===== src/hdl/nbss_pkg.sv =====
// ----------------------------------------------------------------------------
// nbss_pkg
// Shared types and constants of the nearest bone segment search unit.
// ----------------------------------------------------------------------------
package nbss_pkg;

    // Default sizes of the segment table.
    localparam int MAX_BONES_DEF     = 256;
    localparam int JOINT_ID_BITS_DEF = 8;

    // Field widths.
    localparam int COORD_W  = 16;
    localparam int JOINT_W  = 8;
    localparam int WEIGHT_W = 17;
    localparam int DIST_W   = 32;
    localparam int T_BITS   = 16;
    localparam int MUL_W    = 18;
    localparam int ACC_W    = 38;

    localparam logic [COORD_W-1:0]  MAX_DIST_RESET = 16'd25600;
    localparam logic [WEIGHT_W-1:0] WEIGHT_ONE     = 17'h10000;

    // Item kinds.
    localparam logic [1:0] KIND_LOAD  = 2'd0;
    localparam logic [1:0] KIND_QUERY = 2'd1;
    localparam logic [1:0] KIND_CLEAR = 2'd2;

    // Result status codes.
    localparam logic [1:0] ST_DONE  = 2'd0;
    localparam logic [1:0] ST_FULL  = 2'd1;
    localparam logic [1:0] ST_FOUND = 2'd2;
    localparam logic [1:0] ST_NONE  = 2'd3;

    // Datapath operations issued by the controller.
    typedef enum logic [3:0] {
        OP_NONE,
        OP_TAKE,
        OP_WRITE,
        OP_CLEAR,
        OP_LIMIT,
        OP_READ,
        OP_LATCH,
        OP_MAC_C,
        OP_MAC_D,
        OP_CLAMP,
        OP_DIV,
        OP_PROJ,
        OP_DIST,
        OP_CMP,
        OP_OUT
    } op_t;

    typedef struct packed {
        op_t        op;
        logic [1:0] axis;
    } cmd_t;

    typedef struct packed {
        logic [1:0] kind;
        logic       empty;
        logic       last;
        logic       clamp;
    } stat_t;

endpackage


===== src/hdl/nbss_controller.sv =====
// ----------------------------------------------------------------------------
// nbss_controller
// Sequencer that walks the segment table for a query and runs the handshakes.
// ----------------------------------------------------------------------------
module nbss_controller (
    input  logic            clk,
    input  logic            rst_n,
    input  logic            in_valid,
    output logic            in_ready,
    output logic            out_valid,
    input  logic            out_ready,
    input  nbss_pkg::stat_t stat,
    output nbss_pkg::cmd_t  cmd
);

    typedef enum logic [3:0] {
        S_IDLE,
        S_DISPATCH,
        S_READ,
        S_LATCH,
        S_MAC_C,
        S_MAC_D,
        S_CLAMP,
        S_DIV,
        S_PROJ,
        S_DIST,
        S_CMP,
        S_OUT
    } state_t;

    localparam logic [3:0] DIV_LAST = 4'(nbss_pkg::T_BITS - 1);

    state_t     state_reg;
    state_t     state_next;
    logic [1:0] ax_reg;
    logic [1:0] ax_next;
    logic [3:0] cnt_reg;
    logic [3:0] cnt_next;
    logic       out_valid_reg;
    logic       out_valid_next;

    assign in_ready  = (state_reg == S_IDLE);
    assign out_valid = out_valid_reg;

    // Next state and command.
    always_comb
    begin
        state_next     = state_reg;
        ax_next        = ax_reg;
        cnt_next       = cnt_reg;
        cmd.op         = nbss_pkg::OP_NONE;
        cmd.axis       = ax_reg;
        out_valid_next = out_valid_reg && !out_ready;
        unique case (state_reg)
            S_IDLE:
            begin
                if (in_valid)
                begin
                    cmd.op     = nbss_pkg::OP_TAKE;
                    state_next = S_DISPATCH;
                end
            end
            S_DISPATCH:
            begin
                state_next = S_OUT;
                unique case (stat.kind)
                    nbss_pkg::KIND_LOAD:  cmd.op = nbss_pkg::OP_WRITE;
                    nbss_pkg::KIND_CLEAR: cmd.op = nbss_pkg::OP_CLEAR;
                    nbss_pkg::KIND_QUERY:
                    begin
                        cmd.op = nbss_pkg::OP_LIMIT;
                        if (!stat.empty)
                            state_next = S_READ;
                    end
                    default: cmd.op = nbss_pkg::OP_NONE;
                endcase
            end
            S_READ:
            begin
                cmd.op     = nbss_pkg::OP_READ;
                state_next = S_LATCH;
            end
            S_LATCH:
            begin
                cmd.op     = nbss_pkg::OP_LATCH;
                ax_next    = 2'd0;
                state_next = S_MAC_C;
            end
            S_MAC_C:
            begin
                cmd.op  = nbss_pkg::OP_MAC_C;
                ax_next = (ax_reg == 2'd2) ? 2'd0 : ax_reg + 2'd1;
                if (ax_reg == 2'd2)
                    state_next = S_MAC_D;
            end
            S_MAC_D:
            begin
                cmd.op  = nbss_pkg::OP_MAC_D;
                ax_next = (ax_reg == 2'd2) ? 2'd0 : ax_reg + 2'd1;
                if (ax_reg == 2'd2)
                    state_next = S_CLAMP;
            end
            S_CLAMP:
            begin
                cmd.op     = nbss_pkg::OP_CLAMP;
                cnt_next   = '0;
                ax_next    = 2'd0;
                state_next = stat.clamp ? S_DIST : S_DIV;
            end
            S_DIV:
            begin
                cmd.op   = nbss_pkg::OP_DIV;
                cnt_next = cnt_reg + 4'd1;
                if (cnt_reg == DIV_LAST)
                    state_next = S_PROJ;
            end
            S_PROJ:
            begin
                cmd.op  = nbss_pkg::OP_PROJ;
                ax_next = (ax_reg == 2'd2) ? 2'd0 : ax_reg + 2'd1;
                if (ax_reg == 2'd2)
                    state_next = S_DIST;
            end
            S_DIST:
            begin
                cmd.op  = nbss_pkg::OP_DIST;
                ax_next = (ax_reg == 2'd2) ? 2'd0 : ax_reg + 2'd1;
                if (ax_reg == 2'd2)
                    state_next = S_CMP;
            end
            S_CMP:
            begin
                cmd.op     = nbss_pkg::OP_CMP;
                state_next = stat.last ? S_OUT : S_READ;
            end
            S_OUT:
            begin
                // Wait until the output register is free, then load it.
                if (!out_valid_reg || out_ready)
                begin
                    cmd.op         = nbss_pkg::OP_OUT;
                    out_valid_next = 1'b1;
                    state_next     = S_IDLE;
                end
            end
            default:
            begin
                state_next = S_IDLE;
            end
        endcase
    end

    // State and registered outputs.
    always_ff @(posedge clk or negedge rst_n)
    begin
        if (!rst_n)
        begin
            state_reg     <= S_IDLE;
            ax_reg        <= 2'd0;
            cnt_reg       <= '0;
            out_valid_reg <= 1'b0;
        end
        else
        begin
            state_reg     <= state_next;
            ax_reg        <= ax_next;
            cnt_reg       <= cnt_next;
            out_valid_reg <= out_valid_next;
        end
    end

endmodule


===== config.mk =====
export PLATFORM = sky130hd
export DESIGN_NAME = nbss_controller
export DESIGN_NICKNAME = d
export VERILOG_FILES = /design/src/hdl/nbss_pkg.sv /design/src/hdl/nbss_controller.sv
export SDC_FILE = /design/constraint.sdc
export NUM_CORES = 1
export LEC_CHECK = 0
export BUFFER_PORTS_ARGS = -buffer_cell sky130_fd_sc_hd__buf_2
export CORE_MARGIN = 3
export CORE_UTILIZATION = 53
export DETAILED_ROUTE_END_ITERATION = 16
export PLACE_DENSITY = 0.76
export SLEW_MARGIN = 5
export SYNTH_ARGS = -nofsm -noshare
export SYNTH_HDL_FRONTEND = slang
export SYNTH_SLANG_ARGS = --single-unit

===== constraint.sdc =====
create_clock -name clk -period 2.22 [get_ports clk]
set_input_delay 0.111 -clock clk [delete_from_list [all_inputs] [get_ports clk]]
set_output_delay 0.111 -clock clk [all_outputs]
set_load 0.01 [all_outputs]

# Word-level counts from Yosys, hierarchy flattened
# Index checks and enable logic that the tools add are counted.
# word_totals
register_bits	11
latchBits	0
ramBits	0
romBits	0
input_bits	9
n_memories	0
# classes
n_addsub	2
mul	0
div	0
order_cmp	0
eq_ne	22
shifts	0
mux	21
n_bitwise	0
n_reduce_logical	11
# ops
op	count
4-bit one-hot mux with 12 select lines	2
4-bit two-way mux	12
4-bit == test, second input constant	5
4-bit by 3-bit == test with 1-bit output, second input constant	4
2-bit != test, second input constant	7
3-bit one-hot mux with 3 select lines	1
4-bit by 2-bit == test with 1-bit output, second input constant	2
4-bit one-hot mux with 2 select lines	1
7-bit AND reduction	1
4-bit by 1-bit adder with 4-bit output, second input constant	1
2-bit == test, second input constant	2
4-bit by 1-bit == test with 1-bit output, second input constant	1
4-bit logical NOT	1
2-bit one-hot mux with 2 select lines	1
2-bit nonzero test	2
4-bit OR reduction	1
1-bit two-way mux	3
2-bit by 1-bit adder with 2-bit output, second input constant	1
2-bit by 1-bit == test with 1-bit output, second input constant	1
1-bit logical NOT	2
2-bit logical NOT	1
2-bit two-way mux	1
2-bit OR reduction	1
1-bit logical AND	1
1-bit logical OR	1

# Logic depth before layout (Yosys ltp)
# Gate-level depths: netlist (run 1).
# depth
depth_word	4
depth_mapped	6
depth_no_buf	5

# Worst setup path before layout (run 1)
# Ideal clock, no wire load.
# synth_path
kind	reg2reg
startpoint	register state_reg[0]
endpoint	register state_reg[1]
arrival_time_ns	1.617
required_ns	2.089
slack_ns	0.472
stages_incl_launch_ff	7
n_path_buf	1
path_cell_list	dfrtp_1 -> buf_6 -> or4_4 -> o32ai_1 -> or3_4 -> a2111oi_1 -> or3_1
# synth_between
elab_chain_cells	3
# synth_rtl
element	line_no	text
start: declaration	nbss_controller.sv:33	state_t state_reg;
start signal: assignment	nbss_controller.sv:165	state_reg <= state_next;
4-bit == test, or another cell as far along	nbss_controller.sv:54	unique case (state_reg)
2-bit != test (no source line)	--	
7-bit AND reduction (no source line)	--	
# Parallel ways exist; a longest one is shown, timed or not.
# A chain may end at the register's enable or synchronous reset.

# Final worst setup path (run 1)
# layout_path
startpoint	register state_reg[2]
endpoint	register state_reg[1]
# The elaborated chain is that of the path after synthesis.

==> flow_summary.json, run 1 <==
{
  "critPathKind": "reg -> reg",
  "first_pass_iters": 4,
  "finalSetupTns_ns": 0,
  "synth_top_area_share_pct": 31.98,
  "p_int_mw": 0.7675,
  "antenna_found_initial": 0,
  "insertion_delay_ns": 0.27,
  "yosys-top-cells-area": "dfrtp_1, o21ai_0, nand2_1, a21oi_1, nand2b_1",
  "cts_tree": "yes",
  "start_kind": "register",
  "slew_headroom_pct": 66.23,
  "ctsResizeCount": 0,
  "critPathArrivalTime_ns": 2.17,
  "slew_viol_final": 0,
  "synth-seq-cells": 11,
  "dieArea_um2": 2144,
  "crit_path_cell_trace": "nand2b_1, a311oi_1, or3_4, a2111oi_1, or3_1",
  "start_util_pct": 60.83,
  "area_growth_pct": 14.83,
  "fin_crit_sh_pct": 91.13,
  "min_path_type": "in -> reg",
  "via_count": 865,
  "grt_pass1_wl_mm": 3.215,
  "switchingPower_mw": 0.6848,
  "grt_usage_pct": 20.98,
  "syn_area_per_cell_um2": 7.826,
  "synth_largest_area_cell": "dfrtp_1",
  "grt_pass1_vias": 750,
  "power_density_nw_per_um2": 1469,
  "worstMarginPinSlew_ns": 0.5022,
  "cp_slowest_cell": "dfrtp_1",
  "grt_setup_unrepaired": "no",
  "ios": 17,
  "total_power_mw": 1.452,
  "synth_common_cells": "nand2_1, o21ai_0, dfrtp_1, a21oi_1",
  "cp_num_buf_inv": 0,
  "hold_viol": 0,
  "remaining_drc_errors": 0,
  "synth.yosys.seq_area_share_pct": 31.98,
  "grt_start_max_net_pins": 18,
  "die_h_um": 46.30,
  "place_ws_ns": 0.2179,
  "regToRegStartpoint": "state_reg[2]$_DFFE_PN0P_",
  "cts_buffers": 3,
  "p_comb_share_pct": 61.1,
  "synth_edf_count": 0,
  "final_layout_size_suffix_gt1_share_pct": 20.31,
  "ys_warn_count": 0,
  "placed_cells": 138,
  "timing.fmax_mhz": 494.3,
  "synth_nets": 120,
  "diodes": 0,
  "drv_cap": 0,
  "gr-total-overflow": 0,
  "rows": 13,
  "pwr-share-clk_pct": 9.5,
  "viasPerCell": 6.049,
  "clock_path_buffers": 2,
  "core-area_um2": 1415,
  "place_hpwl_mm": 1.497,
  "ir_drop_v": 0.0008938,
  "post-cts-setup-buffer-count": 0,
  "synthArstFlopShare_pct": 100.0,
  "cts_max_level": 1,
  "setup_viol_count_final": 0,
  "netlist_area_um2": 860.8,
  "cp-end-kind": "register",
  "root_buffer": "clkbuf_4",
  "status": "finished clean",
  "wirelength_mm": 2.006,
  "cts.sinks": 11,
  "fin_ws_ns": 0.1969,
  "p_seq_share_pct": 29.4,
  "finClkSkew_ns": 0.004536,
  "startpoint": "state_reg[2]$_DFFE_PN0P_",
  "clkTransAtPathRegs_ns": 0.07,
  "p_sw_share_pct": 47.15,
  "die_w_um": 46.30,
  "hold_ws_ns": 0.2187,
  "wl_per_cell_um": 14.03,
  "critical_path.max_stage_delay_ns": 0.64,
  "finalCriticalPeriod_ns": 2.023,
  "p_leak_nw": 0.4372,
  "port-buffer-count": 16,
  "ant_nets": 0,
  "netlist_instances": 110,
  "synthFlopType": "dfrtp_1",
  "fin_cells": 143,
  "cp_top_family": "simple AND/OR/NAND/NOR gates",
  "crit_fanout": 16,
  "gp_congestion": 0.7971,
  "worstHoldStart": "stat[0]",
  "required_ns": 2.37,
  "finalNetCount": 139,
  "drt_iter0_drc": 27,
  "fillers": 111,
  "yosysUniqueCellTypes": 37
}
## final timing paths
check	endpoint	slack (ns)	cells after the start
worst min register to register	cnt_reg[1]$_DFFE_PN0P_	0.52	2
worst max register to register	state_reg[1]$_DFFE_PN0P_	0.20	5
worst max-delay path	state_reg[1]$_DFFE_PN0P_	0.20	5
worst min-delay path	state_reg[2]$_DFFE_PN0P_	0.22	4
max in group asynchronous	ax_reg[1]$_DFFE_PN0P_	1.78	2
min in group asynchronous	state_reg[2]$_DFFE_PN0P_	0.23	2
## cells by family (layout without fill, tap and decap cells)
group / count (synthesis) / in the layout / synth area share (%)
fa+ha+maj: 1 / 1 / 1.453
mux: 2 / 2 / 2.326
buf+inv: 11 / 29 / 6.540
simple gates: 45 / 45 / 27.76
compound gates: 38 / 38 / 27.91
xor+xnor: 2 / 2 / 2.035
flops: 11 / 11 / 31.98
## cells in the final DEF, fill, tap and decap left out, types with 2 or more instances in the layout
master     n
buf_2     16
nand2_1   14
o21ai_0   14
dfrtp_1   11
a21oi_1    7
nor2_1     6
nor3_1     6
nand2b_1   5
buf_4      5
nor2b_1    4
inv_1      3
clkbuf_4   3
o22ai_1    2
xnor2_1    2
o32ai_1    2
o31ai_1    2
a211oi_1   2
mux2i_1    2
nand3b_1   2
## through the flow
stage | cell area [um^2] | util [%]
5_1_grt | 988.4 | 69.85
2_1_floorplan | 860.8 | -
4_1_cts | 988.4 | 69.85
6_report | 988.4 | 69.85
3_3_place_gp | 952.2 | 67.29
3_5_place_dp | 952.2 | 67.29
## metal layers
metal  part of all wire (%)  GRT usage, %  up-vias
li1                       -             -      444
met1                     45         25.60      382
met2                     45         35.16       30
met3                    6.4         2.344        9
met4                    2.9         11.93        0
met5                      0             0        -
## worst reg2reg max path, delay by kind of cell (launching register included)
kind	cells	cell delay (ns)
AND/OR/NAND/NOR	3	0.79
flip-flops	1	0.64
AO/OA/AOI/OAI	2	0.47
## power groups by stage
stage | sequential, mW | clock [mW] | combinational [mW]
floorplan | 0.366 | 0 | 0.709
global placement | 0.420 | 0 | 0.871
detailed placement | 0.426 | 0 | 0.881
CTS | 0.423 | 0.141 | 0.889
global route | 0.447 | 0.153 | 0.986
finish | 0.427 | 0.138 | 0.888
## what timing repair did
action                                  CTS  global route
hold buffers                              1             0
hold endpoints to repair                 11             0
endpoints found under the setup margin    0             0
## layout make-up
| class | count | area, um^2 | area share, % |
|---|---|---|---|
| Clock buffer | 4 | 26.28 | 2.658 |
| Tap cell | 15 | 18.77 | 1.899 |
| Inverter | 3 | 11.26 | 1.139 |
| Multi-Input combinational cell | 88 | 529.3 | 53.54 |
| Timing Repair Buffer | 22 | 127.6 | 12.91 |
| Sequential cell | 11 | 275.3 | 27.85 |
Note: power is estimated with default switching activity, not from simulation.
==> run 2: changes to the inputs <==
==> constraint.sdc (replaced) <==
create_clock -name clk -period 2.22 [get_ports clk]
set_input_delay 0.444 -clock clk [delete_from_list [all_inputs] [get_ports clk]]
set_output_delay 0.444 -clock clk [all_outputs]
set_load 0.01 [all_outputs]
==> flow_summary.json, run 2 (synthesis gave the netlist of run 1 again) <==
{
  "status": "finished clean",
  "fin_crit_sh_pct": 91.88,
  "area_growth_pct": 12.94,
  "clkTransAtPathRegs_ns": 0.07,
  "cts.sinks": 11,
  "timing.fmax_mhz": 490.3,
  "grt_pass1_wl_mm": 3.318,
  "rows": 13,
  "total_power_mw": 1.443,
  "layout_common_cells": "buf_2, nand2_1, o21ai_0",
  "via_count": 848,
  "ctsResizeCount": 0,
  "antenna_found_initial": 0,
  "finClkSkew_ns": 0.006912,
  "finalNetCount": 137,
  "core-area_um2": 1415,
  "finalCriticalPeriod_ns": 2.040,
  "drt_iter0_drc": 21,
  "cts_buffers": 3,
  "gr-total-overflow": 0,
  "post-cts-setup-buffer-count": 0,
  "hold_viol": 0,
  "dieArea_um2": 2144,
  "wl_per_cell_um": 13.89,
  "hold_buffers": 0,
  "wirelength_mm": 1.959,
  "grt_start_max_net_pins": 18,
  "layout_commonest_cell": "buf_2",
  "viasPerCell": 6.014,
  "setup_viol_count_final": 0,
  "remaining_drc_errors": 0,
  "ir_drop_v": 0.0007646,
  "min_path_type": "in -> async",
  "die_h_um": 46.30,
  "r2r_end": "state_reg[1]$_DFFE_PN0P_",
  "crit_fanout": 13,
  "rrSetupSlack_ns": 0.31,
  "critPathArrivalTime_ns": 1.60,
  "die_w_um": 46.30,
  "reg2reg_depth": 5,
  "final_layout_size_suffix_gt1_share_pct": 20.63,
  "slew_viol_final": 0,
  "diodes": 0,
  "worstMarginPinSlew_ns": 0.3994,
  "drv_cap": 0,
  "clock_path_buffers": 2,
  "slew_headroom_pct": 73.15,
  "grt_pass1_vias": 776,
  "regToRegStartpoint": "state_reg[1]$_DFFE_PN0P_",
  "cp-end-kind": "output pin",
  "cts_max_level": 1,
  "grt_usage_pct": 21.62,
  "insertion_delay_ns": 0.26,
  "critPathKind": "reg -> out",
  "place_hpwl_mm": 1.495,
  "gp_congestion": 0.8543,
  "power_density_nw_per_um2": 1484,
  "start_util_pct": 60.83,
  "required_ns": 1.78,
  "cts_tree": "yes",
  "hold_ws_ns": 0.03079,
  "port-buffer-count": 16,
  "finalSetupTns_ns": 0,
  "root_buffer": "clkbuf_4",
  "ios": 17,
  "first_pass_iters": 4,
  "ant_nets": 0,
  "p_leak_nw": 0.4267,
  "grt_setup_unrepaired": "no",
  "start_kind": "register"
}
==> run 2: cell types whose count changed in the layout (fill, tap and decap cells not counted), sizes merged <==
cell	previous run	this run
buf	21	20
dlygate4sd3	1	0
==> run 2: critical path, cell delays in order, from the launching register on <==
cell	delay [ns]
dfrtp_1	0.53
nand2b_1	0.27
o21ai_0	0.18
o22ai_1	0.10
a21oi_1	0.11
buf_2	0.14
==> run 2: metrics by stage <==
stage / cells / utilization (%) / cell area, um^2 / setup slack, ns
6_report: 141 / 68.70 / 972.2 / 0.1803
5_1_grt: 141 / 68.70 / 972.2 / 0.004437
4_1_cts: 141 / 68.61 / 970.9 / 0.1198
3_5_place_dp: 137 / 66.76 / 944.7 / 0.3225
3_3_place_gp: 137 / 66.76 / 944.7 / 0.3691
2_1_floorplan: 110 / - / 860.8 / 0.4213
==> run 2: worst max path at each step <==
stage,end,startpoint,slack [ns],cells after the start
2_1_floorplan,cmd[2],state_reg[1]$_DFFE_PN0P_,0.42,4
6_report,cmd[4],state_reg[3]$_DFFE_PN0P_,0.18,5
3_3_place_gp,state_reg[1]$_DFFE_PN0P_,state_reg[1]$_DFFE_PN0P_,0.37,5
3_5_place_dp,state_reg[1]$_DFFE_PN0P_,state_reg[2]$_DFFE_PN0P_,0.32,5
4_1_cts,cmd[4],state_reg[2]$_DFFE_PN0P_,0.12,5
5_1_grt,cmd[4],state_reg[3]$_DFFE_PN0P_,0.004,5
==> run 2: power breakdown <==
group / leakage [nW] / internal [mW] / switching (mW) / total, mW
clock: 0.0150 / 0.0694 / 0.0632 / 0.133
sequential: 0.133 / 0.283 / 0.150 / 0.434
combinational: 0.278 / 0.405 / 0.472 / 0.877
total: 0.427 / 0.758 / 0.685 / 1.44
==> run 2: area by class of cell <==
type / instances / area [um^2]
repair buffers: 20 / 110.1
multi-input cells: 88 / 529.3
inverters: 3 / 11.26
clock buffers: 4 / 26.28
flip-flops and latches: 11 / 276.5
well taps: 15 / 18.77
fillers: 130 / 442.9
==> run 2: layer usage <==
metal  global-route usage, %  vias up  part of all wire (%)
met1                   29.06      379                    47
met2                   33.79       32                    46
li1                        -      435                     -
met4                   8.523        0                  0.61
met5                       0        -                     0
met3                   4.297        2                   6.7
==> run 3: changes to the inputs <==
--- a/config.mk
+++ b/config.mk
@@ -7,9 +7,10 @@
 export LEC_CHECK = 0
 export BUFFER_PORTS_ARGS = -buffer_cell sky130_fd_sc_hd__buf_2
 export CORE_MARGIN = 3
-export CORE_UTILIZATION = 53
+export CORE_UTILIZATION = 56
+export CTS_BUF_LIST = sky130_fd_sc_hd__clkbuf_2
 export DETAILED_ROUTE_END_ITERATION = 16
-export PLACE_DENSITY = 0.76
+export PLACE_DENSITY = 0.8
 export SLEW_MARGIN = 5
 export SYNTH_ARGS = -nofsm -noshare
 export SYNTH_HDL_FRONTEND = slang
==> flow_summary.json, run 3 (synthesis gave the netlist of run 1 again) <==
{
  "status": "finished clean",
  "power_density_nw_per_um2": 1486,
  "diodes": 0,
  "cts_max_level": 1,
  "hold_buffers": 0,
  "finalNetCount": 138,
  "cp-end-kind": "output pin",
  "hold_viol": 0,
  "critPathArrivalTime_ns": 1.68,
  "via_count": 874,
  "insertion_delay_ns": 0.26,
  "timing.fmax_mhz": 471.2,
  "ios": 17,
  "dieArea_um2": 2043,
  "wl_per_cell_um": 14.23,
  "final_layout_size_suffix_gt1_share_pct": 22.83,
  "top_layer_used": "met4",
  "antenna_found_initial": 0,
  "met3_length_um": 130,
  "ant_nets": 0,
  "finalCriticalPeriod_ns": 2.122,
  "post-cts-setup-buffer-count": 0,
  "fin_crit_sh_pct": 95.59,
  "min_path_type": "in -> async",
  "port-buffer-count": 16,
  "drt-met1-wl_um": 881,
  "start_util_pct": 63.00,
  "required_ns": 1.78,
  "ir_drop_v": 0.0007710,
  "setup_viol_count_final": 0,
  "root_buffer": "clkbuf_2",
  "cts_tree": "yes",
  "clkTransAtPathRegs_ns": 0.12,
  "grt_pass1_vias": 759,
  "area_growth_pct": 13.23,
  "core-area_um2": 1366,
  "viasPerCell": 6.155,
  "grt_start_max_net_pins": 23,
  "fin_ws_ns": 0.09789,
  "drt_iter0_drc": 17,
  "cp_slowest_cell": "dfrtp_2",
  "grt_pass1_wl_mm": 3.236,
  "place_ws_ns": 0.2726,
  "critPathKind": "reg -> out",
  "layout_commonest_cell": "buf_2",
  "finalSetupTns_ns": 0,
  "die_w_um": 45.21,
  "gr-total-overflow": 0,
  "rows": 13,
  "drv_cap": 0,
  "start_kind": "register",
  "crit_fanout": 12,
  "crit_path_cell_trace": "buf_4, nor3b_1, a32oi_1, o32ai_1, buf_2",
  "die_h_um": 45.21,
  "clock_path_buffers": 2,
  "critical_path.max_stage_delay_ns": 0.51,
  "first_pass_iters": 4,
  "p_leak_nw": 0.4321,
  "cts.sinks": 11,
  "finClkSkew_ns": 0.007879,
  "slew_viol_final": 0,
  "remaining_drc_errors": 0,
  "layout_common_cells": "buf_2, nand2_1, o21ai_0",
  "worstMarginPinSlew_ns": 0.4204,
  "dr_wl_met2_um": 962,
  "reg2reg_depth": 5,
  "cts_buffers": 3,
  "grt_usage_pct": 22.05,
  "grt_setup_unrepaired": "no",
  "place_hpwl_mm": 1.529,
  "slew_headroom_pct": 71.73,
  "wirelength_mm": 2.021,
  "gp_congestion": 0.7872
}
[run 3: cell types whose count changed in the layout (fill, tap and decap cells not counted), sizes merged]
cell / delta
buf: +1
[run 3: final timing paths]
kind | endpoint | from | slack, ns
max | cmd[2] | state_reg[3]$_DFFE_PN0P_ | 0.1
min reg2reg | cnt_reg[1]$_DFFE_PN0P_ | cnt_reg[1]$_DFFE_PN0P_ | 0.55
min in group clk | cnt_reg[1]$_DFFE_PN0P_ | cnt_reg[1]$_DFFE_PN0P_ | 0.55
max in group asynchronous | state_reg[2]$_DFFE_PN0P_ | rst_n | 1.98
min | cnt_reg[1]$_DFFE_PN0P_ | rst_n | 0.02
max reg2reg | state_reg[1]$_DFFE_PN0P_ | state_reg[3]$_DFFE_PN0P_ | 0.26
[run 3: report_power, final]
group / switching [mW] / leakage, nW / total, mW / internal, mW
Clock: 0.0704 / 0.0166 / 0.118 / 0.0478
Combinational: 0.508 / 0.284 / 0.922 / 0.414
Sequential: 0.123 / 0.132 / 0.408 / 0.285
[run 3: through the flow]
stage	cell area (um^2)	cells	utilization, %	hold slack, ns	total power [mW]
after floorplan	860.8	110	-	0.1484	1.075
after global placement	952.2	138	69.69	0.3202	1.287
after detailed placement	952.2	138	69.69	0.3206	1.318
after CTS	972.2	142	71.15	0.02345	1.434
after global routing	974.7	142	71.34	0.02654	1.566
final	974.7	142	71.34	0.01974	1.448
[run 3: worst max-delay path: cells and delay by family, from the launching register on]
| family | cells | cell delay [ns] |
|---|---|---|
| simple gates | 1 | 0.24 |
| flops | 1 | 0.51 |
| compound gates | 2 | 0.30 |
| buf+inv | 2 | 0.37 |
[run 3: metal layers]
| layer | vias to the layer above | GRT usage (%) |
|---|---|---|
| met2 | 39 | 37.01 |
| met5 | - | 0 |
| met3 | 6 | 3.984 |
| li1 | 439 | - |
| met1 | 390 | 27.50 |
| met4 | 0 | 9.357 |
[run 3: cell type report]
type / count / area [um^2]
well taps: 15 / 18.77
flip-flops and latches: 11 / 277.8
clock buffers: 4 / 20.02
repair buffers: 21 / 117.6
inverters: 3 / 11.26
multi-input cells: 88 / 529.3
fillers: 118 / 391.6
[run 3: repair_timing]
item / 4_1_cts / 5_1_grt
endpoints found under the hold margin: 0 / 0
setup endpoints to repair: 0 / 2
resized for setup: 0 / 2
